===== src/hw/rtl/tcs_pkg.sv =====
// ----------------------------------------------------------------------------
// tcs_pkg
// Shared constants and types for the TSV column selector.
// ----------------------------------------------------------------------------
package tcs_pkg;

	localparam int MAX_COLS_DEF = 4;

	localparam int BYTE_W  = 8;
	localparam int CIU_W   = 3;
	localparam int LINE_W  = 32;
	localparam int CFG_W   = 8;
	localparam int IDX_W   = 3;

	localparam logic [BYTE_W-1:0] TAB_CHAR = 8'h09;
	localparam logic [BYTE_W-1:0] NL_CHAR  = 8'h0A;

	localparam logic [CIU_W-1:0]  COLS_IN_USE_RST   = 3'd4;
	localparam logic [BYTE_W-1:0] EXPECTED_TABS_RST = 8'd3;
	localparam logic [BYTE_W-1:0] TAB_MAX           = 8'hFF;
	localparam logic [LINE_W-1:0] LINE_MAX          = 32'hFFFF_FFFF;
	localparam logic [LINE_W-1:0] LINE_RST          = 32'd1;

	typedef enum logic [IDX_W-1:0] {
		REG_COLS_IN_USE   = 3'd0,
		REG_SELECT_COL_0  = 3'd1,
		REG_SELECT_COL_1  = 3'd2,
		REG_SELECT_COL_2  = 3'd3,
		REG_SELECT_COL_3  = 3'd4,
		REG_EXPECTED_TABS = 3'd5
	} cfg_idx_t;

	function automatic logic [LINE_W-1:0] sat_inc(input logic [LINE_W-1:0] v);
		return (v == LINE_MAX) ? v : v + LINE_W'(1);
	endfunction

endpackage


===== src/hw/rtl/tsv_column_selector.sv =====
// Each result passes through the input register and then the output register,
// from which it leaves when m_tready is high.
// Throughput: one byte per cycle; the input register advances whenever the
// output register is empty or being taken, so only a stalled output slows it.
// Bytes with no result (header, unselected cols) still use the input register.
// Reset (arst_n low) restores all configuration and line state at once.
// ----------------------------------------------------------------------------
// tsv_column_selector
// Drops the header line, passes selected columns of each TSV line and checks
// the tab count of every non-empty line; halts on the first bad line.
// ----------------------------------------------------------------------------
module tsv_column_selector #(
	parameter int MAX_COLS = tcs_pkg::MAX_COLS_DEF
) (
	input  logic                       clk,
	input  logic                       arst_n,
	input  logic                       s_tvalid,
	output logic                       s_tready,
	input  logic [7:0]                 s_tdata,   // in_byte[7:0]
	input  logic                       s_tuser,   // end_of_input
	output logic                       m_tvalid,
	input  logic                       m_tready,
	output logic [39:0]                m_tdata,   // out_byte[7:0], bad_line[39:8]
	output logic                       m_tuser,   // malformed
	input  logic                       cfg_we,
	input  logic [tcs_pkg::IDX_W-1:0]  cfg_index,
	input  logic [tcs_pkg::CFG_W-1:0]  cfg_data
);
	import tcs_pkg::*;

	logic [CIU_W-1:0]  cols_in_use_q;
	logic [BYTE_W-1:0] select_col_q [MAX_COLS];
	logic [BYTE_W-1:0] expected_tabs_q;

	logic              header_done_q;
	logic [BYTE_W-1:0] tab_count_q;
	logic [LINE_W-1:0] line_counter_q;
	logic              line_nonempty_q;
	logic              halted_q;

	logic              valid_s1;
	logic [BYTE_W-1:0] byte_s1;
	logic              end_s1;

	logic              m_tvalid_q;
	logic [BYTE_W-1:0] out_byte_q;
	logic              malformed_q;
	logic [LINE_W-1:0] bad_line_q;

	logic              adv;
	logic [CIU_W-1:0]  n_eff;
	logic              hit;
	logic              hit_last;
	logic              line_bad;

	logic              emit;
	logic              emit_bad;
	logic [BYTE_W-1:0] emit_byte;
	logic              header_done_d;
	logic [BYTE_W-1:0] tab_count_d;
	logic [LINE_W-1:0] line_counter_d;
	logic              line_nonempty_d;
	logic              halted_d;

	assign adv      = valid_s1 && (!m_tvalid_q || m_tready);
	assign s_tready = !valid_s1 || adv;

	// configuration
	always_ff @(posedge clk or negedge arst_n) begin
		if (!arst_n) begin
			cols_in_use_q   <= COLS_IN_USE_RST;
			expected_tabs_q <= EXPECTED_TABS_RST;
			for (int i = 0; i < MAX_COLS; i++) begin
				select_col_q[i] <= BYTE_W'(i);
			end
		end else if (cfg_we) begin
			case (cfg_index)
				REG_COLS_IN_USE:   cols_in_use_q   <= cfg_data[CIU_W-1:0];
				REG_EXPECTED_TABS: expected_tabs_q <= cfg_data;
				default: begin
					for (int i = 0; i < MAX_COLS; i++) begin
						if (cfg_index == IDX_W'(REG_SELECT_COL_0) + IDX_W'(i))
							select_col_q[i] <= cfg_data;
					end
				end
			endcase
		end
	end

	// input register
	always_ff @(posedge clk or negedge arst_n) begin
		if (!arst_n) begin
			valid_s1 <= 1'b0;
		end else if (s_tready) begin
			valid_s1 <= s_tvalid;
		end
	end

	always_ff @(posedge clk) begin
		if (s_tvalid && s_tready) begin
			byte_s1 <= s_tdata;
			end_s1  <= s_tuser;
		end
	end

	// slot match, first slot wins
	assign n_eff    = (cols_in_use_q > CIU_W'(MAX_COLS)) ? CIU_W'(MAX_COLS) : cols_in_use_q;
	assign line_bad = line_nonempty_q && (tab_count_q != expected_tabs_q);

	always_comb begin
		hit      = 1'b0;
		hit_last = 1'b0;
		for (int i = 0; i < MAX_COLS; i++) begin
			if (!hit && (CIU_W'(i) < n_eff) && (tab_count_q == select_col_q[i])) begin
				hit      = 1'b1;
				hit_last = !(CIU_W'(i + 1) < n_eff);
			end
		end
	end

	always_comb begin
		emit            = 1'b0;
		emit_bad        = 1'b0;
		emit_byte       = byte_s1;
		header_done_d   = header_done_q;
		tab_count_d     = tab_count_q;
		line_counter_d  = line_counter_q;
		line_nonempty_d = line_nonempty_q;
		halted_d        = halted_q;
		if (halted_q) begin
			emit = 1'b0;
		end else if (end_s1) begin
			if (header_done_q && line_bad) begin
				emit     = 1'b1;
				emit_bad = 1'b1;
				halted_d = 1'b1;
			end
		end else if (!header_done_q) begin
			if (byte_s1 == NL_CHAR)
				header_done_d = 1'b1;
		end else if (byte_s1 == NL_CHAR) begin
			emit = 1'b1;
			if (line_bad) begin
				emit_bad = 1'b1;
				halted_d = 1'b1;
			end else begin
				tab_count_d     = '0;
				line_nonempty_d = 1'b0;
				line_counter_d  = sat_inc(line_counter_q);
			end
		end else begin
			if (hit && ((byte_s1 != TAB_CHAR) || !hit_last))
				emit = 1'b1;
			if (byte_s1 == TAB_CHAR && tab_count_q != TAB_MAX)
				tab_count_d = tab_count_q + BYTE_W'(1);
			line_nonempty_d = 1'b1;
		end
	end

	// line state
	always_ff @(posedge clk or negedge arst_n) begin
		if (!arst_n) begin
			header_done_q   <= 1'b0;
			tab_count_q     <= '0;
			line_counter_q  <= LINE_RST;
			line_nonempty_q <= 1'b0;
			halted_q        <= 1'b0;
		end else if (adv) begin
			header_done_q   <= header_done_d;
			tab_count_q     <= tab_count_d;
			line_counter_q  <= line_counter_d;
			line_nonempty_q <= line_nonempty_d;
			halted_q        <= halted_d;
		end
	end

	// result register
	always_ff @(posedge clk or negedge arst_n) begin
		if (!arst_n) begin
			m_tvalid_q <= 1'b0;
		end else if (adv) begin
			m_tvalid_q <= emit;
		end else if (m_tready) begin
			m_tvalid_q <= 1'b0;
		end
	end

	always_ff @(posedge clk) begin
		if (adv && emit) begin
			out_byte_q  <= emit_bad ? '0 : emit_byte;
			malformed_q <= emit_bad;
			bad_line_q  <= emit_bad ? sat_inc(line_counter_q) : '0;
		end
	end

	assign m_tvalid = m_tvalid_q;
	assign m_tdata  = {bad_line_q, out_byte_q};
	assign m_tuser  = malformed_q;

	a_bad_sets_halt: assert property (@(posedge clk) disable iff (!arst_n)
		m_tvalid && m_tuser |-> halted_q)
		else $error("malformed result without halt");

	a_halt_silent: assert property (@(posedge clk) disable iff (!arst_n)
		halted_q && !m_tvalid |=> !m_tvalid)
		else $error("result produced while halted");

	a_good_no_line: assert property (@(posedge clk) disable iff (!arst_n)
		m_tvalid && !m_tuser |-> m_tdata[39:8] == '0)
		else $error("normal result carries a line number");

	a_header_idle: assert property (@(posedge clk) disable iff (!arst_n)
		!header_done_q |-> (line_counter_q == LINE_RST) && !line_nonempty_q &&
			(tab_count_q == '0))
		else $error("line state moved inside header");

	a_header_quiet: assert property (@(posedge clk) disable iff (!arst_n)
		!header_done_q && !m_tvalid |=> !m_tvalid)
		else $error("result produced before header end");

endmodule

===== config.mk =====
export PLATFORM = sky130hd
export DESIGN_NAME = tsv_column_selector
export DESIGN_NICKNAME = d
export VERILOG_FILES = /design/src/hw/rtl/tcs_pkg.sv /design/src/hw/rtl/tsv_column_selector.sv
export SDC_FILE = /design/constraint.sdc
export NUM_CORES = 1
export LEC_CHECK = 0
export ABC_AREA = 1
export BUFFER_PORTS_ARGS = -buffer_cell sky130_fd_sc_hd__buf_4
export CELL_PAD_IN_SITES_DETAIL_PLACEMENT = 0
export CELL_PAD_IN_SITES_GLOBAL_PLACEMENT = 1
export CORE_ASPECT_RATIO = 0.8
export CORE_MARGIN = 5
export CORE_UTILIZATION = 45
export CTS_BUF_LIST = sky130_fd_sc_hd__clkbuf_16
export DETAILED_ROUTE_END_ITERATION = 7
export HOLD_SLACK_MARGIN = 0.1
export PLACE_DENSITY_LB_ADDON = 0.1
export SLEW_MARGIN = 30
export SYNTH_ARGS = -nofsm -noshare
export SYNTH_HDL_FRONTEND = slang
export SYNTH_SLANG_ARGS = --single-unit

===== constraint.sdc =====
create_clock -name clk -period 3.2 [get_ports clk]
set_input_delay 0.16 -clock clk [delete_from_list [all_inputs] [get_ports clk]]
set_output_delay 0.16 -clock clk [all_outputs]
set_load 0.1 [all_outputs]

* Word-level counts from Yosys, hierarchy flattened
Index checks and enable logic that the tools add are counted.
Cells by class: reduce and logical (&&, ||, !) cells 41, $add $sub $neg 2, muxes and demuxes 31, magnitude comparators 6, bitwise operators 4, equal/unequal tests 16
Operator list (number):
- adder 32 x 1 -> 32 bit (second input constant) | 1
- == test 32 bit (second input constant) | 1
- == test 8 bit | 4
- two-way mux 32 bit | 1
- two-way mux 1 bit | 26
- two-way mux 8 bit | 3
- == test 8 x 4 -> 1 bit (second input constant) | 2
- AND reduction 3 bit | 5
- logical AND 1 bit | 14
- AND reduction 6 bit | 2
- logical NOT 1 bit | 10
- adder 8 x 1 -> 8 bit (second input constant) | 1
- != test 8 x 4 -> 1 bit (second input constant) | 1
- != test 8 bit | 1
- != test 8 bit (second input constant) | 1
- == test 3 x 2 -> 1 bit (second input constant) | 2
- == test 3 bit (second input constant) | 2
- less-than comparator 1 x 3 -> 1 bit (first input constant) | 2
- less-than comparator 2 x 3 -> 1 bit (first input constant) | 2
- AND reduction 5 bit | 1
- inverter 1 bit | 4
- AND reduction 2 bit | 2
- nonzero test 2 bit | 2
- == test 3 x 1 -> 1 bit (second input constant) | 1
- other kinds (7) | 9
Word-level totals: output and inout bits 43, register bits 138, input port bits 25, logic and storage cells 118

* Longest topological paths before layout
Gate-level depths: netlist (run 1).
word-level depth 26, depth in mapped cells 15, depth with buffers taken out 14

* Least setup slack after synthesis (run 1)
Ideal clock, no wire load.
path kind register -> register, start point reg m_tvalid_q (netlist: m_tvalid), end point reg byte_s1[0], enable pin, path buffers 0, period minus slack after synthesis 2706 ps, stages on the path, launching flop included 4, data arrival time 2422 ps, setup time 284 ps, setup slack 494 ps, required time 2916 ps, path through dfrtp_1 > nand3_1 > nand2_1 > inv_1
Between the ends: cells in the longest elaborated chain, start to end 5
Ends and longest elaborated chain:
- start, declared | RTL line tsv_column_selector.sv:45 | logic m_tvalid_q;
- start signal, assigned | RTL line tsv_column_selector.sv:182 | m_tvalid_q <= emit;
- logical NOT 1 bit | RTL line tsv_column_selector.sv:65 | assign adv = valid_s1 && (!m_tvalid_q || m_tready);
- logical OR 1 bit | RTL line tsv_column_selector.sv:65
- logical AND 1 bit | RTL line tsv_column_selector.sv:65
- logical OR 1 bit | RTL line tsv_column_selector.sv:66 | assign s_tready = !valid_s1 || adv;
- net s_tready | RTL line tsv_column_selector.sv:18 | output logic s_tready,
- logical AND 1 bit | RTL line tsv_column_selector.sv:100 | if (s_tvalid && s_tready) begin
- end signal, assigned | RTL line tsv_column_selector.sv:101 | byte_s1 <= s_tdata;
- end, declared | RTL line tsv_column_selector.sv:42 | logic [BYTE_W-1:0] byte_s1;
The timed path passes the listed nets, and every way through them passes these cells. A chain may end at the register's enable or synchronous reset.

* Final worst setup path (run 1)
start point reg tab_count_q[2], end point reg bad_line_q[31], enable pin
Between the ends: cells in the longest elaborated chain, start to end 24, elaborated cells between the ends (all ways) 35, those cells by class eq/ne: 5; mux: 14; reduce/logical: 16
Ends and longest elaborated chain:
- start, declared | RTL line tsv_column_selector.sv:36 | logic [BYTE_W-1:0] tab_count_q;
- start signal, assigned | RTL line tsv_column_selector.sv:170 | tab_count_q <= tab_count_d;
- == test 8 bit | RTL line tsv_column_selector.sv:114 | if (!hit && (CIU_W'(i) < n_eff) && (tab_count_q == select_col_q[i])) begin
- logical AND 1 bit | RTL line tsv_column_selector.sv:114
- two-way mux 1 bit | RTL line tsv_column_selector.sv:114
- logical NOT 1 bit | RTL line tsv_column_selector.sv:114
- logical AND 1 bit (2 in a row) | RTL line tsv_column_selector.sv:114
- two-way mux 1 bit | RTL line tsv_column_selector.sv:114
- logical NOT 1 bit | RTL line tsv_column_selector.sv:114
- logical AND 1 bit (2 in a row) | RTL line tsv_column_selector.sv:114
- [... 6 more ...]
- logical OR 1 bit | RTL line tsv_column_selector.sv:152 | if (hit && ((byte_s1 != TAB_CHAR) || !hit_last))
- logical AND 1 bit | RTL line tsv_column_selector.sv:152
- two-way mux 1 bit | RTL line tsv_column_selector.sv:152
- two-way mux 1 bit | RTL line tsv_column_selector.sv:141 | end else if (byte_s1 == NL_CHAR) begin
- two-way mux 1 bit | RTL line tsv_column_selector.sv:138 | end else if (!header_done_q) begin
- two-way mux 1 bit (*) | RTL line tsv_column_selector.sv:132 | end else if (end_s1) begin
- two-way mux 1 bit (*) | RTL line tsv_column_selector.sv:130 | if (halted_q) begin
- logical AND 1 bit (*) | RTL line tsv_column_selector.sv:189 | if (adv && emit) begin
- end signal, assigned | RTL line tsv_column_selector.sv:192 | bad_line_q <= emit_bad ? sat_inc(line_counter_q) : '0;
- end, declared | RTL line tsv_column_selector.sv:48 | logic [LINE_W-1:0] bad_line_q;
Mark *: on every way between the ends. The rest lies on a longest branch, timed or not.

==> results of run 1 <==
==> registers in the layout, summed over array words and instances (netlist names), 3 cells and up <==
register / cells
bad_line_q: 32
line_counter_q: 32
select_col_q: 32
byte_s1: 8
expected_tabs_q: 8
out_byte_q: 8
tab_count_q: 8
cols_in_use_q: 3
==> layout by cell type, fill, tap and decap left out, types with 10 or more instances in the layout <==
cell type / netlist / routed
o21ai_0: 50 / 50
nor3_1: 17 / 17
xor2_1: 27 / 27
o21ai_1: 29 / 29
dfrtp_1: 80 / 80
buf_4: 2 / 71
dlygate4sd3_1: 0 / 18
xnor2_1: 16 / 16
clkbuf_16: 0 / 17
inv_1: 80 / 83
a31oi_1: 10 / 10
edfxtp_1: 50 / 50
nand4_1: 12 / 12
nor2_1: 105 / 105
nand3_1: 36 / 36
nand2_1: 223 / 223
==> metal layers <==
layer / wire length (µm) / share of wire [%] / track usage [%] / up-vias
li1: - / - / - / 2811
met1: 10500 / 55 / 37.3 / 2699
met2: 7060 / 37 / 27.6 / 187
met3: 1300 / 6.8 / 4.48 / 14
met4: 140 / 0.74 / 5.37 / 0
met5: 0 / 0 / 0 / -
==> logic make-up after synthesis <==
family	after synthesis	share of synthesized area [%]
and+or+nand+nor	421	25.9
DFF	138	53.4
buffers and inverters	112	6.82
AOI/OAI and AO/OA	104	8.09
xor gates and xnor gates	43	5.41
adders and majority gates	2	0.360
==> final timing paths <==
kind	start	slack (ps)	cells past startpoint	end
min reg2reg	cols_in_use_q[1]	490	2	cols_in_use_q[1]
max	tab_count_q[2]	730	15	bad_line_q[31]
min	cfg_data[0]	110	3	select_col_q[24]
max reg2reg	tab_count_q[2]	730	15	bad_line_q[31]
min in group asynchronous	arst_n	280	2	select_col_q[4]
max in group asynchronous	arst_n	2050	3	select_col_q[16]
==> through the flow <==
stage	utilization (%)	total power, mW	hold slack (ps)
final	55.4	4.27	109
after global routing	55.4	4.44	121
after CTS	55.4	4.31	104
after detailed placement	50.5	2.38	215
after global placement	50.5	2.38	211
after floorplan	-	2.24	-136
==> power by group <==
part | internal [mW] | leakage [nW] | switching [mW]
Clock | 1.13 | 0.286 | 0.769
Combinational | 0.137 | 2.00 | 0.184
Sequential | 1.95 | 1.60 | 0.0983
Total | 3.22 | 3.88 | 1.05
==> cell type report <==
type                            count  area share [%]
Sequential cell                   138            44.4
Multi-Input combinational cell    570            33.1
Timing Repair Buffer               90            8.76
Clock buffer                       17            5.08
Inverter                           88            3.96
Tap cell                          210            3.14
Clock inverter                     15            1.63
==> worst reg2reg max path, cell delays in order (launching register included) <==
cell,delay [ps]
dfrtp_1,530
inv_1,210
nand2_1,90
nand2_1,50
nor2_1,80
nand2_1,70
nor2_1,150
nand2_1,70
nand2_1,60
nand2_1,50
nand2_1,50
nand2_1,50
nand2_1,60
nand2_1,70
inv_1,260
buf_12,260
==> impl_results.md, run 1 <==
- Post-synth EDFFs: 50
- Area of the multi-input gates: approximately 2800 µm²
- Post-synth top area share: around 29%
- Design area: roughly 8400 µm²
- Crit Path Max Fanout: 35
- Pleak: between 3 and 4 nW
- Hold-fix buffers, CTS: 18
- Max-slew headroom: 55.0%
- Synthesized cell area: 6960 µm²
- FFs w/ async S/R, synth: between 60% and 70%
- RSZ-0062 raised after global routing: no
- Resize count post-CTS: 0
- Worst-skew pair later-pin latency: between 400 and 500 ps
- Critical path class: reg -> reg
- DRT antenna net count: 0
- Maximum vdd drop: 0.000375 V
- Critical Path RT: 3310 ps
- Most used DFF post-synth: dfrtp_1
- Boundary pin count: 68
- Setup WS post-layout: ~730 ps
- Slowest stage cell on the critical path: dfrtp_1
- DIE HEIGHT: approximately 120 µm
- CTS tree: yes
- Critical path buffer and inverter count: 3
- Slew @ Worst Pin: ~670 ps
- DP Cell Count: approximately 1100
- Row cnt: 40
- Top-count cell post-synth: nand2_1
- Final hold vios: 0
- Global-route wire length before repair: around 30000 µm
- Final worst path period need: around 2500 ps
- Total number of vias: around 5700
- Mapped Nets: 847
- Fraction of final layout cells sized beyond drive strength 1: 15.6%
- Crit path capture type: flop
- CP Launch Type: flop
- Register area share after synthesis: 53.4%
- Max Cap Viol: 0
- CP max stage delay: 530 ps
- Worst-path cell chain: inv_1 -> nand2_1 -> nand2_1 -> nor2_1 -> nand2_1 -> nor2_1 -> nand2_1 -> nand2_1 -> nand2_1 -> nand2_1 -> nand2_1 -> nand2_1 -> nand2_1 -> inv_1 -> buf_12
- Total Wirelength: around 19000 µm
- Synth Instances: between 800 and 900
- Initial Util: 46.0%
- Area Growth Syn to Fin: 20.3%
- Placed Area: ~7600 µm²
- Largest net degree at the start of global routing: 44
- Antenna diodes: 0
- PortBufs: 67
- 1st-iter DRT viols: about 490
- Status: finished, final reports clean
- Layout fillers: roughly 1400
- Cts bufs inserted: 17
- Initial antenna violation count: 0
- Total negative setup slack: 0 ps
- Commonest cells in the netlist: nand2_1, nor2_1, dfrtp_1, inv_1
- Post-CTS Setup Repair Bufs: 0
- Power per cell area: 511 nW/µm²
- Synthesized flop and latch total: around 140
- DPL Wire Length: approximately 14000 µm
- Final #Nets: 932
- Fmax: 0.404 GHz
- Place WS: approximately 740 ps
- CP arrival: between 2000 and 3000 ps
- Vias/cell: roughly 5.1
- Drt wl/cell: about 17 µm
- Final global-route overflow total: 0
- Fin crit share: a little under 80%
- First-pass iteration count of the detailed router: 8
- Placer Congestion: roughly 0.9
- Clk sink count: roughly 140
- Unique masters post-synth: 37
- Hold Crit Class: in -> reg
- Final setup fails: 0
- Clk root buf: clkbuf_16
- Fin cells: approximately 1100
- Mean Syn Cell Area: between 8 and 9 µm²
- Sequential Area: 3710 µm²
- Area leader, netlist: dfrtp_1
- Drt drc: 0
- Synth top area cells: dfrtp_1, edfxtp_1, nand2_1
- Total track usage: 22.0%
- Number of global-route vias before repair: ~5400
- H-tree levels: 4
- Ys Warns: 0
- Worst Skew: between 9 and 10 ps
- Die area: 18100 µm²
- Die X: 149 µm
- CP top delay family: simple AND/OR/NAND/NOR gates
- Fin. max-slew vios: 0
- CP most frequent cell: nand2_1
- Clk slew on worst S/H paths: roughly 60 ps
- CTS Buffer Depth: 2
- Core area: 15100 µm²
Power figures use the tool's default switching activity.
==> run 2, diff against run 1 <==
--- a/config.mk
+++ b/config.mk
@@ -5,13 +5,13 @@
 export SDC_FILE = /design/constraint.sdc
 export NUM_CORES = 1
 export LEC_CHECK = 0
-export ABC_AREA = 1
+export ABC_AREA = 0
 export BUFFER_PORTS_ARGS = -buffer_cell sky130_fd_sc_hd__buf_4
 export CELL_PAD_IN_SITES_DETAIL_PLACEMENT = 0
 export CELL_PAD_IN_SITES_GLOBAL_PLACEMENT = 1
 export CORE_ASPECT_RATIO = 0.8
 export CORE_MARGIN = 5
-export CORE_UTILIZATION = 45
+export CORE_UTILIZATION = 43
 export CTS_BUF_LIST = sky130_fd_sc_hd__clkbuf_16
 export DETAILED_ROUTE_END_ITERATION = 7
 export HOLD_SLACK_MARGIN = 0.1
==> constraint.sdc (replaced) <==
create_clock -name clk -period 2 [get_ports clk]
set_input_delay 0.1 -clock clk [delete_from_list [all_inputs] [get_ports clk]]
set_output_delay 0.1 -clock clk [all_outputs]
set_load 0.1 [all_outputs]
==> run 2 against run 1 <==
The run now ends with negative setup slack left. Critical endpoint is now bad_line_q[14]. Synthesized cell count fell by 32%. Global-route usage fell by 2.4 points. Cell area rose by 24%. Cell count fell by 9.9%. Largest cell class unchanged.
==> impl_results.md, run 2 <==
- Post-synth EDFFs: 50 (unchanged)
- Ys Warns: 0 (unchanged)
- Clk root buf: clkbuf_16
- Critical path class: reg -> reg
- Failing checks: negative setup slack
- Mean Syn Cell Area: 11.9 µm² (+40%)
- Global-route wire length before repair: 27200 µm (-11%)
- Total negative setup slack: -23430 ps (-23430 ps)
- FFs w/ async S/R, synth: 63.8% (unchanged)
- Met3 Routed Length: 888 µm (-32%)
- Core area: 15100 µm² (-0.33%)
- RSZ-0062 raised after global routing: yes
- Sw frac: 24.0% (-0.59 points)
- Top sig layer: met4
- Boundary pin count: 68 (unchanged)
- Initial antenna violation count: 0 (unchanged)
- Commonest non-fill, non-tap cell in the layout: buf_4
- Critical Path RT: 2180 ps (-1130 ps)
- Total track usage: 19.6% (-2.4 points)
- Mapped Nets: 587 (-31%)
- Worst hold slack: 139 ps (+30.4 ps)
- Clock group share of total power: 44.5% (about the same)
- Final hold vios: 0 (unchanged)
- Slew @ Worst Pin: 651 ps (-22.2 ps)
- Max Cap Viol: 0 (unchanged)
- Clk slew on worst S/H paths: 60 ps (about the same)
- Final setup fails: 114 (+114)
- Total number of vias: 5231 (-8.4%)
- DPL Wire Length: 12300 µm (-12%)
- Post-Route M1 WL: 9070 µm (-14%)
- Top-count cell post-synth: dfrtp_1
- Fin. max-slew vios: 0 (unchanged)
- Maximum vdd drop: 0.000493 V (+32%)
- Crit Path Max Fanout: 8 (-77%)
- Post-synth top area share: 30.2% (+1.4 points)
- Area leader, netlist: dfrtp_1
- Unique masters post-synth: 58 (+57%)
- Met2 Wirelength: 8430 µm (+19%)
- Fin crit share: 118% (+40 points)
- Placer Congestion: 0.902 (+1.4%)
- Register area share after synthesis: 55.9% (+2.6 points)
- Layout fillers: 1102 (-23%)
- Logic pwr share: 11.5% (+4.0 points)
- CTS tree: yes
- Row cnt: 40 (unchanged)
- Crit path capture type: flop
- Drt drc: 0 (unchanged)
- Net switching power: 1.85 mW (+76%)
- Largest registers: bad_line_q x32, line_counter_q x32, select_col_q x32
- DRT antenna net count: 0 (unchanged)
- Setup WS post-layout: -355 ps (-1080 ps)
- Final #Nets: 820 (-12%)
- CTS Buffer Depth: 2 (unchanged)
- CP arrival: 2540 ps (-40 ps)
- Status: complete, but fails checks
- Worst-skew pair later-pin latency: 420 ps (about the same)
- Pleak: 4.69 nW (+21%)
- Total Wirelength: 18700 µm (-1.7%)
- Worst Skew: 9.25 ps (-0.00150 ps)
- Power per cell area: 741 nW/µm² (+45%)
- Synth Instances: 560 (-32%)
- Most frequent cells in the layout: buf_4, dfrtp_1, edfxtp_1, xor2_1, mux2_2
- CP Launch Type: flop
- Synth top area cells: dfrtp_1, edfxtp_1, mux2_2
- H-tree levels: 4 (unchanged)
- Initial Util: 44.1% (-2.0 points)
- Clk sink count: 138 (unchanged)
- Fraction of final layout cells sized beyond drive strength 1: 52.2% (+37 points)
- Area Growth Syn to Fin: 56.4%
- Synthesized flop and latch total: 138 (unchanged)
- Commonest cells in the netlist: dfrtp_1, nor2_1, xnor2_1
- Antenna diodes: 0 (unchanged)
- PortBufs: 67 (unchanged)
- Largest net degree at the start of global routing: 40 (-9.1%)
- Max-slew headroom: 56.4% (+1.4 points)
- First-pass iteration count of the detailed router: 5 (-3)
- Synthesized cell area: 6640 µm² (-4.6%)
- Vias/cell: 5.15 (+1.7%)
- Internal power: 5.84 mW (+81%)
- Fmax: 0.425 GHz (+5.0%)
- Final global-route overflow total: 0 (unchanged)
- Hold Crit Class: in -> reg
- Cts bufs inserted: 17 (unchanged)
- Final worst path period need: 2360 ps (-118 ps)
- DIE HEIGHT: 121 µm (about the same)
- Die area: 18000 µm² (-0.14%)
- Sequential share of power: 44.1% (-3.9 points)
- Drt wl/cell: 18.4 µm (+9.2%)
- 1st-iter DRT viols: 412 (-15%)
- Most used DFF post-synth: dfrtp_1
- Number of global-route vias before repair: 5050 (-7.2%)
- Die X: 149 µm (about the same)
run 2: metal layers:
layer,global-route usage (%),up-vias
met3,4.14,28
li1,-,2457
met1,29.4,2593
met4,6.52,0
met5,0,-
met2,28.2,153
run 2: layout make-up:
| class | instances | area [µm²] | share of cell area (%) |
|---|---|---|---|
| Sequential cell | 138 | 3720 | 35.9 |
| Multi-Input combinational cell | 390 | 3550 | 34.2 |
| Timing Repair Buffer | 239 | 2170 | 20.9 |
| Clock buffer | 18 | 450 | 4.34 |
| Tap cell | 210 | 263 | 2.53 |
| Clock inverter | 14 | 193 | 1.86 |
| Inverter | 7 | 30.0 | 0.289 |
run 2: power groups by stage:
| stage | combinational, mW | clock (mW) | sequential, mW |
|---|---|---|---|
| 4_1_cts | 0.750 | 3.48 | 3.37 |
| 3_5_place_dp | 0.687 | 0 | 3.41 |
| 6_report | 0.881 | 3.42 | 3.39 |
| 5_1_grt | 0.953 | 3.60 | 3.41 |
| 2_1_floorplan | 0.408 | 0 | 3.37 |
| 3_3_place_gp | 0.665 | 0 | 3.41 |
run 2: cell families (layout without fill, tap and decap cells):
kind of cell / count (synthesis) / in the layout / share of synthesized area [%]
buf+inv: 32 / 278 / 2.17
compound gates: 35 / 35 / 3.88
fa+ha+maj: 2 / 2 / 0.377
mux: 44 / 44 / 7.46
xor+xnor: 99 / 99 / 13.1
simple gates: 210 / 210 / 17.1
flops: 138 / 138 / 55.9
run 2: repair_timing:
action | 4_1_cts | 5_1_grt
setup buffers | 3 | 35
setup endpoints to repair | 121 | 122
hold buffers | 20 | 0
gates cloned | 0 | 7
pin swaps | 15 | 86
endpoints found under the hold margin | 131 | 0
resized for setup | 32 | 163
run 2: worst paths after layout:
check                                from                 to  slack (ps)  cells after the start
max in group asynchronous          arst_n  line_counter_q[0]        1070                      3
max reg2reg                tab_count_q[5]     bad_line_q[14]        -360                     10
max                        tab_count_q[5]     bad_line_q[14]        -360                     10
min reg2reg                 header_done_q      header_done_q         500                      1
min                              m_tready           m_tvalid         140                      4
min in group asynchronous          arst_n   select_col_q[19]         200                      2
run 2: critical path, stage by stage (launching register included):
cell	delay, ps
dfrtp_2	450
buf_6	140
buf_6	110
xnor2_2	130
nand4_1	190
o21ai_4	310
a21oi_1	170
o31ai_4	110
clkinvlp_4	170
buf_12	170
clkbuf_16	160
run 2: through the flow:
stage               power (mW)  worst slack [ps]  cell area, µm²  cells  utilization (%)
floorplan                 3.78              -420            6670    560                -
CTS                       7.60              -332            9220    975             61.2
detailed placement        4.10              -422            8200    920             54.5
global route              7.97              -450           10400   1016             68.9
global placement          4.08              -405            8200    920             54.5
finish                    7.69              -355           10400   1016             68.9
